File: src/rtl/conv3x3_kernel_bank_filter_top_assert.svh
// Assertion macros for the 3x3 kernel bank filter top level.
// Each macro expects signals named clk and arst_n in the including scope.
`ifndef CONV3X3_KERNEL_BANK_FILTER_TOP_ASSERT_SVH
`define CONV3X3_KERNEL_BANK_FILTER_TOP_ASSERT_SVH

// The consequent must hold in the same cycle as the antecedent.
`define C3KBF_ASSERT_SAME(label, ante, cons, msg) \
	label: assert property (@(posedge clk) disable iff (!arst_n) (ante) |-> (cons)) \
		else $error(msg);

// The consequent must hold in the cycle after the antecedent.
`define C3KBF_ASSERT_NEXT(label, ante, cons, msg) \
	label: assert property (@(posedge clk) disable iff (!arst_n) (ante) |=> (cons)) \
		else $error(msg);

`endif

File: src/rtl/c3kbf_pkg.sv
// Shared types and constants of the 3x3 kernel bank filter.
// Used by every module of the block except the generic RAM.
package c3kbf_pkg;

	localparam int PIXEL_W     = 8;
	localparam int VALUE_W     = 13;
	localparam int IN_TDATA_W  = 8;
	localparam int OUT_TDATA_W = 16;
	localparam int CFG_ADDR_W  = 2;
	localparam int CFG_DATA_W  = 9;
	localparam int FSIZE_W     = 9;
	localparam int KSEL_W      = 3;
	localparam int TAPS        = 9;
	localparam int TAP_IDX_W   = 4;

	// Division by 9 of a sum in 0..4080 as a multiply by ceil(2^16 / 9) and a shift.
	localparam int              MAG_W        = 12;
	localparam int              RECIP9_W     = 13;
	localparam int              QUO_W        = MAG_W + RECIP9_W;
	localparam int              RECIP9_SHIFT = 16;
	localparam logic [RECIP9_W-1:0] RECIP9   = 13'd7282;

	// Output queue; the depth must be a power of two.
	localparam int OUT_DEPTH = 8;
	localparam int OUT_PTR_W = $clog2(OUT_DEPTH);
	localparam int OUT_CNT_W = $clog2(OUT_DEPTH + 1);
	localparam int OUT_W     = VALUE_W + 1;

	typedef enum logic [CFG_ADDR_W-1:0] {
		REG_KERNEL_SELECT = 2'd0,
		REG_SCALED_MODE   = 2'd1,
		REG_FRAME_SIZE    = 2'd2
	} c3kbf_reg_t;

	localparam logic [KSEL_W-1:0]  KSEL_RESET  = 3'd1;
	localparam logic [FSIZE_W-1:0] FSIZE_RESET = 9'd256;

	typedef logic signed [4:0] c3kbf_coef_t;

	// Per-position control that travels with an item through the pipeline.
	typedef struct packed {
		logic emit;
		logic last;
		logic mask_top;
		logic mask_left;
		logic mask_right;
	} c3kbf_meta_t;

	// Kernel weights, row by row; code 7 is the all-zero kernel.
	localparam c3kbf_coef_t KERNEL_TAB [0:7][0:8] = '{
		'{-5'sd1, 5'sd0, 5'sd1, -5'sd1, 5'sd0, 5'sd1, -5'sd1, 5'sd0, 5'sd1},
		'{5'sd1, 5'sd1, 5'sd1, 5'sd1, 5'sd1, 5'sd1, 5'sd1, 5'sd1, 5'sd1},
		'{5'sd1, 5'sd2, 5'sd1, 5'sd0, 5'sd0, 5'sd0, -5'sd1, -5'sd2, -5'sd1},
		'{-5'sd1, 5'sd0, 5'sd1, -5'sd2, 5'sd0, 5'sd2, -5'sd1, 5'sd0, 5'sd1},
		'{-5'sd1, -5'sd1, -5'sd1, -5'sd1, 5'sd9, -5'sd1, -5'sd1, -5'sd1, -5'sd1},
		'{-5'sd1, -5'sd1, 5'sd0, -5'sd1, 5'sd0, 5'sd1, 5'sd0, 5'sd1, 5'sd1},
		'{5'sd1, 5'sd2, 5'sd1, 5'sd2, 5'sd4, 5'sd2, 5'sd1, 5'sd2, 5'sd1},
		'{5'sd0, 5'sd0, 5'sd0, 5'sd0, 5'sd0, 5'sd0, 5'sd0, 5'sd0, 5'sd0}
	};

	function automatic c3kbf_coef_t kernel_weight(input logic [KSEL_W-1:0] ksel,
			input logic [TAP_IDX_W-1:0] idx);
		return KERNEL_TAB[ksel][idx];
	endfunction

endpackage

File: src/rtl/c3kbf_out_fifo.sv
// Small output queue that decouples the arithmetic pipeline from the receiver.
// Depends on c3kbf_pkg for its depth and entry width.
module c3kbf_out_fifo import c3kbf_pkg::*; (
	input  logic             clk,
	input  logic             arst_n,
	input  logic             push,
	input  logic [OUT_W-1:0] din,
	input  logic             pop,
	output logic             valid,
	output logic [OUT_W-1:0] dout
);

	logic [OUT_W-1:0]     mem_q [OUT_DEPTH];
	logic [OUT_PTR_W-1:0] wr_q, rd_q;
	logic [OUT_CNT_W-1:0] cnt_q;

	always_ff @(posedge clk or negedge arst_n) begin
		if (!arst_n) begin
			wr_q  <= '0;
			rd_q  <= '0;
			cnt_q <= '0;
		end else begin
			if (push) begin
				wr_q <= wr_q + OUT_PTR_W'(1);
			end
			if (pop) begin
				rd_q <= rd_q + OUT_PTR_W'(1);
			end
			if (push && !pop) begin
				cnt_q <= cnt_q + OUT_CNT_W'(1);
			end else if (!push && pop) begin
				cnt_q <= cnt_q - OUT_CNT_W'(1);
			end
		end
	end

	always_ff @(posedge clk) begin
		if (push) begin
			mem_q[wr_q] <= din;
		end
	end

	assign valid = (cnt_q != '0);
	assign dout  = mem_q[rd_q];

endmodule

File: config.mk
export PLATFORM = sky130hd
export DESIGN_NAME = c3kbf_out_fifo
export DESIGN_NICKNAME = d
export VERILOG_FILES = /design/src/rtl/conv3x3_kernel_bank_filter_top_assert.svh /design/src/rtl/c3kbf_pkg.sv /design/src/rtl/c3kbf_out_fifo.sv
export SDC_FILE = /design/constraint.sdc
export NUM_CORES = 1
export LEC_CHECK = 0
export ABC_AREA = 1
export BUFFER_PORTS_ARGS = -buffer_cell sky130_fd_sc_hd__buf_2
export CORE_UTILIZATION = 40
export DETAILED_ROUTE_END_ITERATION = 10
export PLACE_DENSITY = 0.68
export SETUP_SLACK_MARGIN = 0.4
export SLEW_MARGIN = 25
export SYNTH_ARGS = -nofsm -noshare
export SYNTH_HDL_FRONTEND = slang
export SYNTH_SLANG_ARGS = --single-unit
File: constraint.sdc
create_clock -name clk -period 1.9 [get_ports clk]
set_input_delay 0.095 -clock clk [delete_from_list [all_inputs] [get_ports clk]]
set_output_delay 0.095 -clock clk [all_outputs]
set_load 0.03 [all_outputs]
Yosys cells after proc, flatten, opt, wreduce, memory -nomap -nowiden
Memories as Yosys holds them, arrays and structs flattened.
Index checks and enable logic that the tools add are counted.
{"block": "totals", "regBits": 10, "in_bits": 18, "mem_bits_rw": 112, "memories": 1, "output_inout_bits": 15, "word_cells": 18}
{"name": "mem_q", "depth": 8, "width": 14, "read_ports": 1, "rd_ports_with_merged_regs": 0, "write_ports": 1, "line": "c3kbf_out_fifo.sv:13", "source": "logic [OUT_W-1:0] mem_q [OUT_DEPTH];"}
{"block": "op_classes", "add_sub_neg": 4, "n_reduce_logical": 6, "n_mux": 4}
{"operator": "4-bit two-way mux", "count": 2}
{"operator": "3-bit by 1-bit adder with 3-bit output, second input constant", "count": 2}
{"operator": "4-bit by 1-bit adder with 4-bit output, second input constant", "count": 1}
{"operator": "4-bit nonzero test", "count": 1}
{"operator": "4-bit by 1-bit subtractor with 4-bit output, second input constant", "count": 1}
{"operator": "1-bit logical AND", "count": 2}
{"operator": "1-bit logical NOT", "count": 2}
{"operator": "1-bit two-way mux", "count": 2}
{"operator": "2-bit nonzero test", "count": 1}

Logic depth before layout (Yosys ltp)
Gate-level depths: netlist of run 1.
{"block": "depth", "depth_word": 4, "mapped_depth": 10, "depth_no_buf": 10}

Worst setup path after synthesis of run 1
Ideal clock, no wire load.
{"block": "synth_path", "path_kind": "register to register", "start": "reg wr_q[0]", "end": "mem mem_q[0][0] in the netlist's numbering (enable)", "period_less_slack_ps": 1730, "required_ps": 1516, "stages_incl_launch_ff": 3, "arrival_ps": 1346, "setup_time_ps": 384, "path_buffers": 0, "slack_ps": 170, "path_cell_list": "dfrtp_1 > or2_2 > nor2_1"}
{"item": "start: declaration", "line": "c3kbf_out_fifo.sv:14", "source": "logic [OUT_PTR_W-1:0] wr_q, rd_q;"}
{"item": "start signal: assignment", "line": "c3kbf_out_fifo.sv:24", "source": "wr_q <= wr_q + OUT_PTR_W'(1);"}
{"item": "end: declaration", "line": "c3kbf_out_fifo.sv:13"}
No word-level cell before the write port.

Final worst setup path of run 1
{"block": "layout_path", "start": "reg rd_q[0]", "end": "out dout[4]"}
{"block": "layout_via", "elab_chain_len": 1}
{"item": "start: declaration", "line": "c3kbf_out_fifo.sv:14"}
{"item": "start signal: assignment", "line": "c3kbf_out_fifo.sv:27", "source": "rd_q <= rd_q + OUT_PTR_W'(1);"}
{"item": "memory 8 x 14 bit"}
{"item": "end: declaration", "line": "c3kbf_out_fifo.sv:10", "source": "output logic [OUT_W-1:0] dout"}
No other way between the ends.

==> results of run 1 <==
worst max-delay path: stages (launching register included):
cell and delay [ns]:
dfrtp_2 0.42, buf_12 0.17, buf_16 0.16, nor2_2 0.10, nor2_1 0.04, nand2_1 0.06, nand2_1 0.06, nand2_1 0.08
nand2_2 0.08, buf_6 0.14
logic make-up (layout without fill, tap and decap cells):
group	after synthesis	after routing	synth area share, %
buffers and inverters	89	174	7.27
DFF	122	122	66.8
xor gates and xnor gates	5	5	0.810
AOI/OAI and AO/OA	4	4	0.370
and+or+nand+nor	332	332	23.2
adders and majority gates	6	6	1.53
stage by stage:
stage                     instances  power, W  TNS, ns  util, %
final                           819    0.0118        0     53.3
after global routing            819    0.0124  -0.0133     53.3
after CTS                       818    0.0116        0     52.5
after detailed placement        760   0.00726        0     44.0
after global placement          760   0.00713        0     44.0
after floorplan                 558   0.00635        0        -
path summary, 6_finish.rpt:
kind	from	endpoint	slack, ns	depth (start not counted)
setup / recovery	rd_q[0]	dout[4]	0.10	9
hold / removal	pop	rd_q[2]	0.02	4
setup reg to reg	wr_q[0]	mem_q[6][11]	0.44	3
hold reg to reg	wr_q[0]	wr_q[0]	0.55	2
max in group asynchronous	arst_n	rd_q[0]	1.59	2
min in group asynchronous	arst_n	cnt_q[3]	0.08	2
synthesized netlist by cell type:
master / instances / share of area [%]
xor2_1: 3 / 0.49
buf_4: 4 / 0.56
buf_6: 4 / 0.83
dfrtp_1: 10 / 4.6
buf_2: 11 / 1.0
ha_1: 5 / 1.2
buf_1: 1 / 0.069
nor2_1: 121 / 8.4
or2_2: 2 / 0.23
o21ai_0: 3 / 0.28
inv_1: 67 / 4.7
clkbuf_1: 1 / 0.069
xnor2_1: 2 / 0.32
edfxtp_1: 112 / 62
nand3_1: 2 / 0.19
o21ai_1: 1 / 0.092
inv_2: 1 / 0.069
nand2_1: 207 / 14
fa_1: 1 / 0.37
area by class of cell:
cell class | instances | area (sq um)
clock inverter | 9 | 123
clock buffer | 23 | 468
timing repair buffer | 74 | 808
inverter | 68 | 260
sequential | 122 | 3610
tap | 176 | 220
fill | 1081 | 6160
multi-input combinational | 347 | 1540
power groups by stage:
stage,Combinational (W),Sequential (W),Clock (W)
3_5_place_dp,0.00375,0.00351,0
5_1_grt,0.00556,0.00352,0.00336
4_1_cts,0.00490,0.00347,0.00322
3_3_place_gp,0.00364,0.00349,0
6_report,0.00508,0.00348,0.00321
2_1_floorplan,0.00289,0.00346,0
sequential cells by signal, indices dropped and copies added, names as in the netlist:
name   cells
mem_q    112
rd_q       3
cnt_q      4
wr_q       3
per-layer routing:
metal	up-vias	global-route usage [%]
met5	-	0
met4	0	6.89
met3	21	3.67
met2	123	31.9
met1	1804	21.6
li1	1880	-
timing repair:
action / 4_1_cts / 5_1_grt
cloned: 6 / 1
setup endpoints to repair: 28 / 56
hold buffers: 17 / 0
gates resized for setup: 57 / 26
pin swaps: 10 / 7
buffers inserted: 3 / 0
hold endpoints to repair: 125 / 0
==> summary.txt, run 1 <==
status -> finished clean
Cell Int Power -> 0.00748 W
initial antenna violation count -> 0
post-DP HPWL -> 6.32 mm
Final period util -> 94.6%
Clock power frac -> 27.3%
design area -> 0.00703 sq mm
dpl ws -> 0.361 ns
commonest non-fill, non-tap cell in the layout -> nand2_1
Fmax achieved -> 556 MHz
first-pass GRT wire length -> 19.0 mm
GR Util All Layers -> 18.1%
DR WL/cell -> 14.7 um
Flop pwr share -> 29.6%
CTS tree -> yes
Worst-Margin Slew -> 0.611 ns
layout cells sized above 1 -> 20.4%
Slew Viols, Final -> 0
H-tree levels -> 4
RD Place Congestion -> 0.750
GRT overflow -> 0
Critical Path RT -> 1.80 ns
FP Rows -> 42
combinational power share -> 43.1%
crit path max fanout -> 10
Cells after Synth -> 558
Synth Register Bits -> 122
syn avg cell area -> 9.69 sq um
Starting Density -> 41.0%
Worst Slack Setup Final -> 0.102 ns
Clk Latency, worst-skew pair -> 0.41 ns
die width -> 118 um
routed wire length -> 12.0 mm
Clock Skew -> 0.00624 ns
met2 routed WL -> 6.24 mm
distinct cell type count after synthesis -> 19
Yosys warning count -> 0
Final Hold Viols -> 0
DR WL met3 -> 742 um
element type at the critical path start -> flip-flop
syn_nets -> 582
TritonCTS Sinks -> 122
top sig layer -> met4
antenna cells -> 0
RSZ-0062 raised after global routing -> yes
CTS buffer count -> 17
drt initial violations -> 311
dpl cell area -> 0.00580 sq mm
vias in the first global route -> 3819
sequential element share of the synthesized area -> 66.8%
Min-Delay Path Class -> primary input to flip-flop
DR vias -> 3828
CTS Buffer Depth -> 2
max_cap viols -> 0
Port Buf Inserts -> 32
Die Y -> 118 um
core area -> 0.0132 sq mm
nets@finish -> 654
switching part of the total power -> 36.5%
DRT Pass-1 Iters -> 5
hold_ws -> 0.0196 ns
DRC -> 0
CP endpoint kind -> output port
I/O pins -> 33
crit path DAT -> 1.70 ns
synthesized area -> 0.00541 sq mm
Vias/cell -> 4.67
sw power -> 0.00429 W
Routed Antenna Nets -> 0
most frequent cells in the layout -> 203 x nand2_1, 112 x edfxtp_1, 83 x nor2_1, 67 x inv_1, 32 x nor2_2
clk slew on worst S/H paths -> 0.05 ns
minimum clock period -> 1.80 ns
die area -> 0.0140 sq mm
relative slew slack -> 59.2%
leakage -> 3.07 nW
area grow syn2layout -> 30.0%
clk root buf -> clkbuf_16
PwrDens -> 1670 mW/mm^2
Max VDD drop -> 801 uV
met1 WL -> 4.85 mm
largest net degree at the start of global routing -> 33
crit path kind -> flip-flop to output port
Final setup viols -> 0
Power figures use the tool's default switching activity.
==> inputs of run 2 (changes only) <==
==> constraint.sdc (replaced) <==
create_clock -name clk -period 1.9 [get_ports clk]
set_input_delay 0.38 -clock clk [delete_from_list [all_inputs] [get_ports clk]]
set_output_delay 0.38 -clock clk [all_outputs]
set_load 0.03 [all_outputs]
==> run 2 against run 1 <==
The flow now finishes with violations (negative setup slack). Critical endpoint unchanged. Cell count is 2.4% lower. Total power shrank 5.2%. Clock skew rose by 0.0039 ns. Register-to-register slack improved by 0.10 ns. Hold slack better by 0.20 ns. Largest power group unchanged. Sequential share of layout area up 2.4 points. Combinational power fell by 5.5%. Critical path depth is 1 lower. Design area decreased by 4.4%. Largest cell class unchanged.
==> summary.txt, run 2 (synthesis gave the netlist of run 1 again) <==
Starting Density -> 41.0% (unchanged)
final design utilization -> 50.9% (-2.4 points)
most frequent cells in the layout -> 182 x nand2_1, 113 x nor2_1, 112 x edfxtp_1, 66 x inv_1
most frequent CP cell -> nand2_1
Largest regs -> mem_q: 112 flops, cnt_q: 4 flops
Die Y -> 118 um (unchanged)
routed wire length -> 10.6 mm (-12%)
core area -> 0.0132 sq mm (unchanged)
PwrDens -> 1660 mW/mm^2 (-0.86%)
first-pass GRT wire length -> 17.2 mm (-9.5%)
max reg flops -> 112 (unchanged)
Clock Skew -> 0.0102 ns (+0.00395 ns)
crit path max fanout -> 41 (+31)
CTS Buffer Depth -> 2 (unchanged)
max_cap viols -> 0 (unchanged)
antenna cells -> 0 (unchanged)
leakage -> 2.93 nW (-4.3%)
TritonCTS Sinks -> 122 (unchanged)
clk slew on worst S/H paths -> 0.05 ns (about the same)
element type at the critical path start -> flip-flop
relative slew slack -> 81.4% (+22 points)
Slew Viols, Final -> 0 (unchanged)
register with the most flip-flops -> mem_q
dpl cell area -> 0.00604 sq mm (+4.1%)
Final setup viols -> 14 (+14)
CTS tree -> yes
Critical Path RT -> 1.52 ns (-0.28 ns)
CP Cell Sequence -> buf_12 -> nor2_1 -> nor2_1 -> nand2_1 -> nand2_1 -> nand2_1 -> nand2_4 -> buf_6
drt initial violations -> 254 (-18%)
largest net degree at the start of global routing -> 44 (+33%)
Clk Latency, worst-skew pair -> 0.41 ns (about the same)
die area -> 0.0140 sq mm (unchanged)
minimum clock period -> 2.06 ns (+0.261 ns)
nets@finish -> 634 (-3.1%)
Final period util -> 108% (+14 points)
status -> complete, but fails checks
Routed Antenna Nets -> 0 (unchanged)
I/O pins -> 33 (unchanged)
Port Buf Inserts -> 32 (unchanged)
Max VDD drop -> 878 uV (+9.6%)
DRC -> 0 (unchanged)
Worst Slack Setup Final -> -0.159 ns (-0.261 ns)
GRT overflow -> 0 (unchanged)
Min-Delay Path Class -> primary input to flip-flop
design area -> 0.00672 sq mm (-4.4%)
DR vias -> 3539 (-7.5%)
GR Util All Layers -> 16.6% (-1.5 points)
delay-heaviest family, CP -> simple AND/OR/NAND/NOR gates
DR WL/cell -> 13.2 um (-9.8%)
CP bufs+invs -> 2 (-1)
CTS buffer count -> 17 (unchanged)
commonest non-fill, non-tap cell in the layout -> nand2_1
clk root buf -> clkbuf_16
DRT Pass-1 Iters -> 4 (-1)
Worst-Margin Slew -> 0.279 ns (-0.332 ns)
reg2reg setup slack -> 0.54 ns (+0.10 ns)
Critical Path Max Stage Delay -> 0.44 ns (+0.02 ns)
die width -> 118 um (unchanged)
post-DP HPWL -> 6.23 mm (-1.4%)
Vias/cell -> 4.43 (-5.2%)
H-tree levels -> 4 (unchanged)
layout cells sized above 1 -> 18.6% (-1.8 points)
vias in the first global route -> 3439 (-10%)
FP Rows -> 42 (unchanged)
crit path DAT -> 1.68 ns (-0.02 ns)
Final Hold Viols -> 0 (unchanged)
CP endpoint kind -> output port
area grow syn2layout -> 24.3%
Final TNS setup -> -1.40 ns (-1.40 ns)
RSZ-0062 raised after global routing -> yes
initial antenna violation count -> 0 (unchanged)
slowest stage cell, crit path -> dfrtp_2
failing checks -> negative setup slack
RD Place Congestion -> 0.786 (+4.7%)
crit path kind -> flip-flop to output port
FILL cells -> 1143 (+5.7%)
Fmax achieved -> 486 MHz (-13%)
[run 2: changes by cell type in the layout (fill, tap and decap cells not counted), moves of 12 or more]
cell,previous run,this run
nand2_1,203,182
dlygate4sd3_1,17,1
nor2_2,32,7
nor2_1,83,113
nand2_4,0,12
[run 2: worst register-to-register path, delay by kind of cell, from the launching register on]
kind / cells / cell delay (ns)
DFF: 1 / 0.37
and+or+nand+nor: 5 / 0.51
buffers and inverters: 1 / 0.15
adders and majority gates: 1 / 0.24
[run 2: final timing paths]
path,from,endpoint,depth (start not counted)
worst max-delay path,rd_q[0],dout[4],8
worst min-delay path,pop,rd_q[0],2
worst max register to register,cnt_q[2],cnt_q[3],7
worst min register to register,wr_q[0],wr_q[0],2
max in group asynchronous,arst_n,rd_q[0],2
min in group asynchronous,arst_n,wr_q[0],2
[run 2: area by class of cell]
type	count	area [sq um]	area share, %
sequential	122	3610	53.8
multi-input combinational	347	1570	23.3
timing repair buffer	54	522	7.77
clock buffer	17	425	6.33
inverter	68	258	3.84
tap	176	220	3.28
clock inverter	15	114	1.69
[run 2: what timing repair did]
action                                  in CTS  in global routing
gates cloned                                 0                  0
setup buffers                                4                  0
endpoints found under the hold margin       10                  0
pin swaps                                    3                  0
hold buffers                                 1                  0
gates resized for setup                     31                  3
endpoints found under the setup margin      15                 21
[run 2: report_power, final]
part	switching, W	leakage, nW	internal, W	total, W
combinational	0.00294	1.53	0.00185	0.00480
sequential	0.000142	1.14	0.00330	0.00345
clock	0.00104	0.268	0.00187	0.00291
total	0.00413	2.93	0.00703	0.0112
[run 2: per-layer routing]
metal	track usage (%)	vias to the layer above	routed length (um)
met5	0	-	0
met3	4.68	17	566
met4	9.29	0	190
li1	-	1835	-
met2	27.5	73	5310
met1	19.4	1614	4500
[run 2: stage by stage]
stage / hold slack, ns / setup WS (ns) / instances / total power [W]
after floorplan: 0.0844 / 0.359 / 558 / 0.00675
after global placement: 0.259 / 0.247 / 762 / 0.00772
after detailed placement: 0.263 / 0.222 / 762 / 0.00782
after CTS: 0.204 / -0.190 / 799 / 0.0112
after global routing: 0.213 / -0.270 / 799 / 0.0118
final: 0.221 / -0.159 / 799 / 0.0112
