## src/rtl/conv3x3_kernel_bank_filter_top_assert.svh

```systemverilog
// Assertion macros for the 3x3 kernel bank filter top level.
// Each macro expects signals named clk and arst_n in the including scope.
`ifndef CONV3X3_KERNEL_BANK_FILTER_TOP_ASSERT_SVH
`define CONV3X3_KERNEL_BANK_FILTER_TOP_ASSERT_SVH

// The consequent must hold in the same cycle as the antecedent.
`define C3KBF_ASSERT_SAME(label, ante, cons, msg) \
	label: assert property (@(posedge clk) disable iff (!arst_n) (ante) |-> (cons)) \
		else $error(msg);

// The consequent must hold in the cycle after the antecedent.
`define C3KBF_ASSERT_NEXT(label, ante, cons, msg) \
	label: assert property (@(posedge clk) disable iff (!arst_n) (ante) |=> (cons)) \
		else $error(msg);

`endif

```

## src/rtl/c3kbf_pkg.sv

```systemverilog
// Shared types and constants of the 3x3 kernel bank filter.
// Used by every module of the block except the generic RAM.
package c3kbf_pkg;

	localparam int PIXEL_W     = 8;
	localparam int VALUE_W     = 13;
	localparam int IN_TDATA_W  = 8;
	localparam int OUT_TDATA_W = 16;
	localparam int CFG_ADDR_W  = 2;
	localparam int CFG_DATA_W  = 9;
	localparam int FSIZE_W     = 9;
	localparam int KSEL_W      = 3;
	localparam int TAPS        = 9;
	localparam int TAP_IDX_W   = 4;

	// Division by 9 of a sum in 0..4080 as a multiply by ceil(2^16 / 9) and a shift.
	localparam int              MAG_W        = 12;
	localparam int              RECIP9_W     = 13;
	localparam int              QUO_W        = MAG_W + RECIP9_W;
	localparam int              RECIP9_SHIFT = 16;
	localparam logic [RECIP9_W-1:0] RECIP9   = 13'd7282;

	// Output queue; the depth must be a power of two.
	localparam int OUT_DEPTH = 8;
	localparam int OUT_PTR_W = $clog2(OUT_DEPTH);
	localparam int OUT_CNT_W = $clog2(OUT_DEPTH + 1);
	localparam int OUT_W     = VALUE_W + 1;

	typedef enum logic [CFG_ADDR_W-1:0] {
		REG_KERNEL_SELECT = 2'd0,
		REG_SCALED_MODE   = 2'd1,
		REG_FRAME_SIZE    = 2'd2
	} c3kbf_reg_t;

	localparam logic [KSEL_W-1:0]  KSEL_RESET  = 3'd1;
	localparam logic [FSIZE_W-1:0] FSIZE_RESET = 9'd256;

	typedef logic signed [4:0] c3kbf_coef_t;

	// Per-position control that travels with an item through the pipeline.
	typedef struct packed {
		logic emit;
		logic last;
		logic mask_top;
		logic mask_left;
		logic mask_right;
	} c3kbf_meta_t;

	// Kernel weights, row by row; code 7 is the all-zero kernel.
	localparam c3kbf_coef_t KERNEL_TAB [0:7][0:8] = '{
		'{-5'sd1, 5'sd0, 5'sd1, -5'sd1, 5'sd0, 5'sd1, -5'sd1, 5'sd0, 5'sd1},
		'{5'sd1, 5'sd1, 5'sd1, 5'sd1, 5'sd1, 5'sd1, 5'sd1, 5'sd1, 5'sd1},
		'{5'sd1, 5'sd2, 5'sd1, 5'sd0, 5'sd0, 5'sd0, -5'sd1, -5'sd2, -5'sd1},
		'{-5'sd1, 5'sd0, 5'sd1, -5'sd2, 5'sd0, 5'sd2, -5'sd1, 5'sd0, 5'sd1},
		'{-5'sd1, -5'sd1, -5'sd1, -5'sd1, 5'sd9, -5'sd1, -5'sd1, -5'sd1, -5'sd1},
		'{-5'sd1, -5'sd1, 5'sd0, -5'sd1, 5'sd0, 5'sd1, 5'sd0, 5'sd1, 5'sd1},
		'{5'sd1, 5'sd2, 5'sd1, 5'sd2, 5'sd4, 5'sd2, 5'sd1, 5'sd2, 5'sd1},
		'{5'sd0, 5'sd0, 5'sd0, 5'sd0, 5'sd0, 5'sd0, 5'sd0, 5'sd0, 5'sd0}
	};

	function automatic c3kbf_coef_t kernel_weight(input logic [KSEL_W-1:0] ksel,
			input logic [TAP_IDX_W-1:0] idx);
		return KERNEL_TAB[ksel][idx];
	endfunction

endpackage

```

## src/rtl/c3kbf_scan.sv

```systemverilog
// Raster position tracking: column, row and output counters, frame restart,
// drain handling and border masks. Depends on c3kbf_pkg.
module c3kbf_scan import c3kbf_pkg::*; #(
	parameter int MAX_WIDTH = 256,
	localparam int AW = $clog2(MAX_WIDTH)
) (
	input  logic               clk,
	input  logic               arst_n,
	input  logic               accept,
	input  logic               op,
	input  logic [PIXEL_W-1:0] pixel,
	input  logic [FSIZE_W-1:0] frame_size,
	output logic               item_valid,
	output logic [AW-1:0]      item_addr,
	output logic [PIXEL_W-1:0] item_x,
	output c3kbf_meta_t        item_meta
);

	localparam int CW = $clog2(MAX_WIDTH + 1);
	localparam int RW = $clog2(MAX_WIDTH + 3);
	localparam int XW = (CW > FSIZE_W) ? CW : FSIZE_W;
	localparam int EW = 2 * CW;

	logic [XW-1:0] fs_x, mw_x, n_x;
	logic [CW-1:0] n, col_q, c0, c_inc;
	logic [RW-1:0] row_q, r0, n_r;
	logic [EW-1:0] em_q, nn_q, em_base, em_inc;
	logic          restart, drop, emit, last;

	always_comb begin
		fs_x = XW'(frame_size);
		mw_x = XW'(MAX_WIDTH);
		if (fs_x < XW'(2)) begin
			n_x = XW'(2);
		end else if (fs_x > mw_x) begin
			n_x = mw_x;
		end else begin
			n_x = fs_x;
		end
		n   = CW'(n_x);
		n_r = RW'(n);

		// A column count at or past the frame width wraps to the next row.
		c0 = col_q;
		r0 = row_q;
		if (col_q >= n) begin
			c0 = '0;
			r0 = row_q + RW'(1);
		end
		restart = (r0 >= n_r + RW'(2));
		if (restart) begin
			c0 = '0;
			r0 = '0;
		end
		em_base = restart ? '0 : em_q;

		drop  = op && (c0 == '0) && (r0 == '0);
		emit  = (r0 >= RW'(2)) || ((r0 == RW'(1)) && (c0 >= CW'(1)));
		em_inc = em_base + EW'(1);
		last  = emit && (em_inc >= nn_q);
		c_inc = c0 + CW'(1);
	end

	always_comb begin
		item_valid          = accept && !drop;
		item_addr           = c0[AW-1:0];
		item_x              = (!op && (r0 < n_r)) ? pixel : '0;
		item_meta.emit      = emit;
		item_meta.last      = last;
		if (c0 != '0) begin
			item_meta.mask_top   = (r0 == RW'(1));
			item_meta.mask_left  = (c0 == CW'(1));
			item_meta.mask_right = 1'b0;
		end else begin
			item_meta.mask_top   = (r0 == RW'(2));
			item_meta.mask_left  = 1'b0;
			item_meta.mask_right = 1'b1;
		end
	end

	always_ff @(posedge clk or negedge arst_n) begin
		if (!arst_n) begin
			col_q <= '0;
			row_q <= '0;
			em_q  <= '0;
			nn_q  <= '0;
		end else begin
			nn_q <= EW'(n) * EW'(n);
			if (accept) begin
				if (drop) begin
					col_q <= c0;
					row_q <= r0;
					em_q  <= em_base;
				end else if (last) begin
					col_q <= '0;
					row_q <= '0;
					em_q  <= '0;
				end else begin
					if (c_inc >= n) begin
						col_q <= '0;
						row_q <= r0 + RW'(1);
					end else begin
						col_q <= c_inc;
						row_q <= r0;
					end
					em_q <= emit ? em_inc : em_base;
				end
			end
		end
	end

endmodule

```

## config.mk

```make
export PLATFORM = sky130hd
export DESIGN_NAME = c3kbf_scan
export DESIGN_NICKNAME = d
export VERILOG_FILES = /design/src/rtl/conv3x3_kernel_bank_filter_top_assert.svh /design/src/rtl/c3kbf_pkg.sv /design/src/rtl/c3kbf_scan.sv
export SDC_FILE = /design/constraint.sdc
export NUM_CORES = 1
export LEC_CHECK = 0
export ABC_AREA = 1
export BUFFER_PORTS_ARGS = -buffer_cell sky130_fd_sc_hd__buf_2
export CAP_MARGIN = 10
export CORE_UTILIZATION = 47
export CTS_CLUSTER_SIZE = 8
export DETAILED_ROUTE_END_ITERATION = 8
export GPL_TIMING_DRIVEN = 0
export PLACE_DENSITY = 0.68
export SETUP_SLACK_MARGIN = 0.3
export SLEW_MARGIN = 40
export SYNTH_ARGS = -nofsm -noshare
export SYNTH_HDL_FRONTEND = slang
export SYNTH_SLANG_ARGS = --single-unit
```

## constraint.sdc

```tcl
create_clock -name clk -period 11.83 [get_ports clk]
set_input_delay 2.366 -clock clk [delete_from_list [all_inputs] [get_ports clk]]
set_output_delay 2.366 -clock clk [all_outputs]
set_load 0.02 [all_outputs]
```

* After elaboration in Yosys (flattened, before gate mapping) *
Cells that the tools add are included.

storage, ports and cells
  flip-flop bits (word level) = 54
  output and inout port bits = 22

operators by class
  add/subtract/negate cells = 5
  multipliers = 1
  magnitude comparators = 9
  eq/ne operators = 3
  muxes and demuxes = 18
  reductions and logical operators = 12

operator list
  cell                   number
  $mux 9                 12
  $mux 18                4
  $add 9x1->9 const B    3
  $ge 9x9->1             3
  $add 18x1->18 const B  1
  $eq 9x1->1 const B     2
  $ge 18x18->1           1
  $logic_not 9->1        2
  $mul 9x9->18           1
  $add 9x2->9 const B    1
  $eq 9x2->1 const B     1
  $ge 9x1->1 const B     1
  $ge 9x2->1 const B     1
  $gt 9x9->1 const B     1
  $lt 9x2->1 const B     1
  $lt 9x9->1             1
  $reduce_bool 9->1      1
  $mux 8                 1
  $logic_and 1x1->1      6
  $mux 3                 1
  $logic_not 1->1        2
  $logic_or 1x1->1       1

* Depth between registers and ports, before layout *
Gate-level depths: netlist (run 1).

  depth in word-level cells = 13
  gate-level depth with buffers = 48

* Worst setup path after synthesis (run 1) *
No wires, ideal clock.

  kind = input port to output port
  start point = in frame_size[3]
  end point = out item_meta[3] (netlist bit)
  arrival = 8080 ps
  slack = 1384 ps
  stages on the path = 41
  cells stage by stage = inv_1 nand4_1 nor4_1 inv_1 o21ai_1 inv_1 nor2_1 inv_2 ha_1 a21oi_1 o21a_1 buf_6 nand2_4 buf_6 nand2_1 nand2_1 inv_1 ha_1 [5 not listed] nor2_1 ha_1 nand3_1 nor3_1 nand2_1 and2_1 ha_1 nand2_1 inv_1 nand3_1 nor2_1 o21ai_0 nand3_1 nor2_1 inv_1 nand2_4 inv_1 buf_4

on the way
  cells in the longest elaborated chain, start to end = 11
  elaborated cells on any way between the ends = 20

ends and longest elaborated chain
  item                                                   line              RTL
  from (decl)                                            c3kbf_scan.sv:12  input logic [FSIZE_W-1:0] frame_size,
  $gt 9x9->1                                             c3kbf_scan.sv:35  end else if (fs_x > mw_x) begin
  $mux 9                                                 c3kbf_scan.sv:35
  $mux 9 (*)                                             c3kbf_scan.sv:33  if (fs_x < XW'(2)) begin
  branches (longest 7 deep; another with $add 18x1->18)  n/a
  $logic_and 1x1->1 (*)                                  c3kbf_scan.sv:60  last = emit && (em_inc >= nn_q);
  to (decl)                                              c3kbf_scan.sv:16  output c3kbf_meta_t item_meta

Every way passes the cells marked *.

* Worst setup path after layout (run 1) *
  start point = in frame_size[4]
  end point = out item_meta[3] (netlist bit)

Same word-level chain as after synthesis.

==> results.py, run 1 <==
metrics = {
    "place": {
        "hpwlAfterDp_um": 15600,
        "dp_worst_setup_slack_ns": -0.472,
        "place_congestion": 0.922,
        "io_buffers": 41,
    },
    "clock_tree": {
        "clock_latency_ns": 0.31,
        "cts_sinks": 53,
        "clockRootBuffer": "clkbuf_16",
        "numCtsBuffers": 5,
        "path_clk_slew_ns": 0.07,
        "cts_tree": "yes",
        "clk_path_buf_depth": 2,
        "holdBufCountCts": 0,
        "htree_levels": 2,
    },
    "floorplan": {
        "core_mm2": 0.0153,
        "die_w_um": 127,
        "start_util_pct": 48.5,
        "rows": 45,
        "io_pins": 43,
        "fp.dieH_um": 127,
        "die-area_mm2": 0.0162,
    },
    "yosys": {
        "seq_area_frac_synth_pct": 17.9,
        "synth_top_flop_cell": "dfrtp_1",
        "synth_area_leaders": "dfrtp_1 18%, ha_1 16%, nand2_1 13%",
        "async_flop_share_pct": 100,
        "avgSynthCellArea_um2": 6.85,
        "synth_cells": 1080,
        "yosys.area.top_type": "dfrtp_1",
        "synth_edf_count": 0,
        "yosys_warnings": 0,
        "netlist_area_mm2": 0.00739,
        "ys_ff_latch": 53,
        "synth_top_area_share_pct": 17.9,
        "synth_cell_type_count": 45,
    },
    "route": {
        "drtPass1Iterations": 6,
        "route.vias.total": 6978,
        "wl_per_cell_um": 14.3,
        "route.met2.wl_um": 8670,
        "drc": 0,
        "wl_um": 19300,
        "dr_wl_met3_um": 953,
        "ant_nets": 0,
        "route.top_layer_used": "met4",
        "dr.first_iter.drc_count": 497,
        "viasPerCell": 5.15,
        "wl_met1_um": 8970,
    },
    "global_route": {
        "antenna_found_initial": 0,
        "grt_max_degree": 54,
        "grt_use_total_pct": 24.9,
        "grt-ovfl-total": 0,
        "grt_pass1_vias": 6580,
        "grt_pass1_wl_um": 31900,
    },
    "worst_setup_path": {
        "max_stage_delay_ns": 0.33,
        "setup.worst_path.end_class": "output pin",
        "cp_max_fo": 10,
        "worstPathRequired_ns": 9.46,
        "crit_type": "input port to output pin",
        "r2r_start": "col_q[4]",
        "r2r-end": "row_q[3]",
        "critPathLaunchType": "input port",
        "slowest_stage": "ha_1",
        "reg2reg_slack_ns": 5.41,
        "critical_path_arrival_ns": 8.62,
        "crit_top_cell": "nand2_1",
        "reg2reg_depth": 37,
    },
    "sta": {
        "post-route-min-period_ns": 10.99,
        "setup_slack_ns": 0.841,
        "finalCritPeriodShare_pct": 92.9,
        "setup_viol": 0,
        "fin_worst_skew_ns": 0.0112,
        "slew_violations": 0,
        "hold_viol": 0,
        "rsz0062_at_grt": "no",
        "tns_ns": 0,
        "maxSlewHeadroom_pct": 54.3,
        "worst_pin_slew_ns": 0.685,
        "clock.fmax_ghz": 0.0910,
        "whs_ns": 0.483,
    },
    "finish": {
        "diodes": 0,
        "fin_util_pct": 53.9,
        "syn_to_final_growth_pct": 11.3,
        "layout_common_cells": "259 x nand2_1, 197 x inv_1, 100 x nand3_1",
        "final_common_cell": "nand2_1",
        "fill_cells": 1529,
        "drive_above_1_share_pct": 11.4,
        "finalNetCount": 1293,
    },
    "worst_hold_path": {
        "whs_path_depth": 2,
        "holdCritStartpoint": "em_q[13]",
        "hp-class": "register to register",
        "min_to": "em_q[13]",
    },
    "power": {
        "leakage_nw": 4.70,
        "power_density_mw_per_mm2": 267,
        "irDropWorstVdd_mv": 0.154,
    },
    "flow_run": {
        "cap_violations": 0,
    },
    "status": {
        "status": "completed",
    },
}
## Yosys cell counts (all sizes together) (2+ instances only)
cell type and count:
nor2 116, clkbuf 7, o21ai 28, o21a 2, xor2 31, nand2 269, nor3 10, clkinv 2
inv 205, nor4 5, a21oi 41, fa 34, o21bai 3, xnor2 10, ha 94, nand4 22
buf 15, conb 2, nand3b 5, nand3 109, dfrtp 53, and2 7
## through the flow
stage	std cells	area (um2)	total power, W
floorplan	1088	7420	0.00154
finish	1356	8230	0.00220
global placement	1340	7890	0.00194
CTS	1349	8090	0.00214
detailed placement	1340	7900	0.00196
global route	1356	8230	0.00243
## registers in the layout (all words and copies together), names as in the netlist
name,cells
em_q,18
row_q,9
nn_q,17
col_q,9
## layer usage
metal  global-route usage (%)  vias to the layer above
met4                     10.9                        0
met5                        0                        -
met3                     3.18                       47
met1                     32.9                     3195
met2                     41.0                      216
li1                         -                     3520
## worst max-delay path, delay by kind of cell
| family | cells | cell delay (ns) |
|---|---|---|
| buffers and inverters | 14 | 1.66 |
| AND/OR/NAND/NOR | 27 | 3.37 |
| adder cells (fa/ha/maj) | 3 | 0.93 |
| AO/OA/AOI/OAI | 2 | 0.27 |
## cells by family (layout without fill, tap and decap cells)
| family | count (synthesis) | count (layout) | share of synthesized area (%) |
|---|---|---|---|
| flip-flops | 53 | 53 | 17.9 |
| AND/OR/NAND/NOR | 546 | 546 | 33.4 |
| XOR/XNOR | 41 | 41 | 4.86 |
| AO/OA/AOI/OAI | 81 | 81 | 5.97 |
| buffers and inverters | 229 | 286 | 12.6 |
| adder cells (fa/ha/maj) | 128 | 128 | 25.1 |
| other | 2 | 10 | 0.102 |
## final cells by class
class | instances | area, um2 | share of cell area (%)
multi-input combinational | 806 | 5270 | 64.0
sequential | 53 | 1330 | 16.1
inverter | 207 | 781 | 9.49
timing repair buffer | 49 | 280 | 3.41
tap | 211 | 264 | 3.21
buffer | 22 | 155 | 1.89
clock buffer | 6 | 139 | 1.69
clock inverter | 2 | 13.8 | 0.167
## how the worst max path moves through the flow
stage                              from      endpoint  cells past startpoint  slack, ns
after global placement    frame_size[3]  item_meta[3]                     44      -0.39
after global routing      frame_size[6]  item_meta[3]                     46       0.28
after CTS                 frame_size[3]  item_meta[3]                     46       0.36
after floorplan           frame_size[3]  item_meta[3]                     41       1.38
after detailed placement  frame_size[3]  item_meta[3]                     44      -0.47
final                     frame_size[4]  item_meta[3]                     46       0.84
## where the power goes
| part | internal, W | switching, W | leakage (nW) |
|---|---|---|---|
| Clock | 0.0000843 | 0.0000683 | 0.0768 |
| Sequential | 0.000254 | 0.0000525 | 0.677 |
| Combinational | 0.000612 | 0.00113 | 3.94 |
## repair_timing
action | in CTS | in global routing
setup endpoints to repair | 1 | 1
hold endpoints to repair | 0 | 0
pin swaps | 2 | 2
setup buffers | 1 | 7
resized for setup | 9 | 21
Power figures use the tool's default switching activity.
==> run 2, diff against run 1 <==
--- a/config.mk
+++ b/config.mk
@@ -8,10 +8,12 @@
 export ABC_AREA = 1
 export BUFFER_PORTS_ARGS = -buffer_cell sky130_fd_sc_hd__buf_2
 export CAP_MARGIN = 10
+export CORE_ASPECT_RATIO = 1.1
 export CORE_UTILIZATION = 47
 export CTS_CLUSTER_SIZE = 8
 export DETAILED_ROUTE_END_ITERATION = 8
 export GPL_TIMING_DRIVEN = 0
+export MAX_ROUTING_LAYER = met4
 export PLACE_DENSITY = 0.68
 export SETUP_SLACK_MARGIN = 0.3
 export SLEW_MARGIN = 40
==> run 2 against run 1 <==
Against the previous run: register-to-register slack is essentially flat; first-iteration DRC count grew 4.0%; via count grew 1.4%; flip-flop and latch count is the same; die area is essentially flat; sequential power is essentially flat; count of clock-buffer cells in the layout grew 1; worst setup slack lost 0.051 ns; power grew 1.6%; hold slack gained 0.0032 ns; final area grew 0.97%; critical path type unchanged.
==> results.py, run 2 (synthesis results as in run 1) <==
metrics = {
    "clock_tree": {
        "clock_latency_ns": 0.29,
        "numCtsBuffers": 5,
        "cts_tree": "yes",
        "cts_sinks": 53,
        "htree_levels": 2,
        "clk_path_buf_depth": 2,
        "path_clk_slew_ns": 0.07,
        "clockRootBuffer": "clkbuf_16",
    },
    "finish": {
        "instances_no_fill": 1346,
        "layout_common_cells": "258 x nand2_1, 195 x inv_1, 100 x nand3_1",
        "syn_to_final_growth_pct": 12.4,
        "final_common_cell": "nand2_1",
        "multi_input_area_mm2": 0.00531,
        "finalNetCount": 1298,
        "diodes": 0,
        "largestRegisters": "em_q x18, nn_q x17",
        "fill_cells": 1524,
        "drive_above_1_share_pct": 12.4,
        "largest_reg_flops": 18,
        "top_register": "em_q",
        "seq_area_mm2": 0.00133,
    },
    "floorplan": {
        "die_w_um": 122,
        "fp.dieH_um": 134,
        "io_pins": 43,
        "start_util_pct": 48.5,
        "die-area_mm2": 0.0162,
        "rows": 47,
        "core_mm2": 0.0152,
    },
    "route": {
        "dr.first_iter.drc_count": 517,
        "viasPerCell": 5.26,
        "wl_um": 19600,
        "drtPass1Iterations": 5,
        "drc": 0,
        "route.vias.total": 7077,
        "wl_per_cell_um": 14.6,
        "ant_nets": 0,
    },
    "sta": {
        "maxSlewHeadroom_pct": 53.0,
        "fin_worst_skew_ns": 0.00971,
        "setup_viol": 0,
        "worst_pin_slew_ns": 0.705,
        "post-route-min-period_ns": 11.04,
        "slew_violations": 0,
        "clock.fmax_ghz": 0.0906,
        "finalCritPeriodShare_pct": 93.3,
        "rsz0062_at_grt": "no",
        "tns_ns": 0,
        "hold_viol": 0,
        "whs_ns": 0.486,
    },
    "worst_hold_path": {
        "hp-class": "register to register",
        "whs_path_depth": 2,
    },
    "global_route": {
        "grt_max_degree": 54,
        "grt_use_total_pct": 26.0,
        "grt_pass1_wl_um": 32300,
        "grt_pass1_vias": 6643,
        "antenna_found_initial": 0,
        "grt-ovfl-total": 0,
    },
    "power": {
        "irDropWorstVdd_mv": 0.112,
        "leakage_nw": 4.73,
        "power_density_mw_per_mm2": 269,
        "power.total_w": 0.00223,
    },
    "worst_setup_path": {
        "cp_max_fo": 10,
        "critical_path_arrival_ns": 8.67,
        "setup.worst_path.end_class": "output pin",
        "reg2reg_depth": 36,
        "slowest_stage": "ha_1",
        "crit_top_cell": "nand2_1",
        "max_stage_delay_ns": 0.33,
        "worstPathRequired_ns": 9.46,
        "critPathLaunchType": "input port",
        "crit_type": "input port to output pin",
    },
    "place": {
        "hpwlAfterDp_um": 15700,
        "io_buffers": 41,
        "dp_cells": 1325,
        "place_congestion": 0.963,
    },
    "status": {
        "status": "completed",
    },
    "flow_run": {
        "cap_violations": 0,
    },
}
[run 2: cell count changes in the layout (fill, tap and decap cells not counted), moves of 2 or more]
cell | before | now
nor2_2 | 17 | 19
inv_2 | 7 | 10
inv_1 | 197 | 195
buf_4 | 13 | 17
nor2_4 | 8 | 12
nor2_1 | 91 | 85
[run 2: layer usage]
metal | global-route usage [%] | part of all wire (%)
met2 | 41.6 | 46
met1 | 34.4 | 45
met3 | 2.05 | 5.8
met4 | 8.78 | 3.5
met5 | - | 0
[run 2: critical path: cells and delay by family]
family | cells | cell delay, ns
simple gates | 27 | 3.23
buf+inv | 15 | 1.75
fa+ha+maj | 3 | 0.94
compound gates | 3 | 0.39
[run 2: area by class of cell]
type,instances,share of cell area [%]
timing repair buffer,54,3.82
clock buffer,7,1.72
tap,196,2.95
inverter,207,9.35
clock inverter,1,0.361
multi-input combinational,806,63.9
buffer,22,1.91
sequential,53,16.0
[run 2: path summary, 6_finish.rpt]
kind	start	to	slack, ns
min in group asynchronous	arst_n	nn_q[13]	2.13
setup / recovery	frame_size[6]	item_meta[3]	0.79
hold reg to reg	em_q[0]	em_q[0]	0.49
hold / removal	em_q[0]	em_q[0]	0.49
max in group asynchronous	arst_n	em_q[9]	9.24
setup reg to reg	col_q[4]	row_q[2]	5.40
[run 2: power by group]
group	total [W]	switching, W	internal (W)	leakage, nW
Sequential	0.000306	0.0000517	0.000254	0.677
Clock	0.000173	0.0000667	0.000106	0.0841
Combinational	0.00175	0.00112	0.000631	3.97
[run 2: repair_timing]
action / in CTS / in global routing
hold buffers: 0 / 0
hold endpoints to repair: 0 / 0
gates resized for setup: 8 / 36
pin swaps: 0 / 5
setup buffers: 3 / 10
endpoints found under the setup margin: 1 / 1
cloned: 0 / 0
[run 2: per-stage QoR]
stage | instance area (um2) | worst slack [ns] | utilization, %
after global placement | 7870 | -0.579 | 51.7
after floorplan | 7420 | 1.38 | -
after detailed placement | 7880 | -0.615 | 51.7
after CTS | 8120 | 0.321 | 53.3
final | 8310 | 0.791 | 54.6
after global routing | 8310 | 0.279 | 54.6
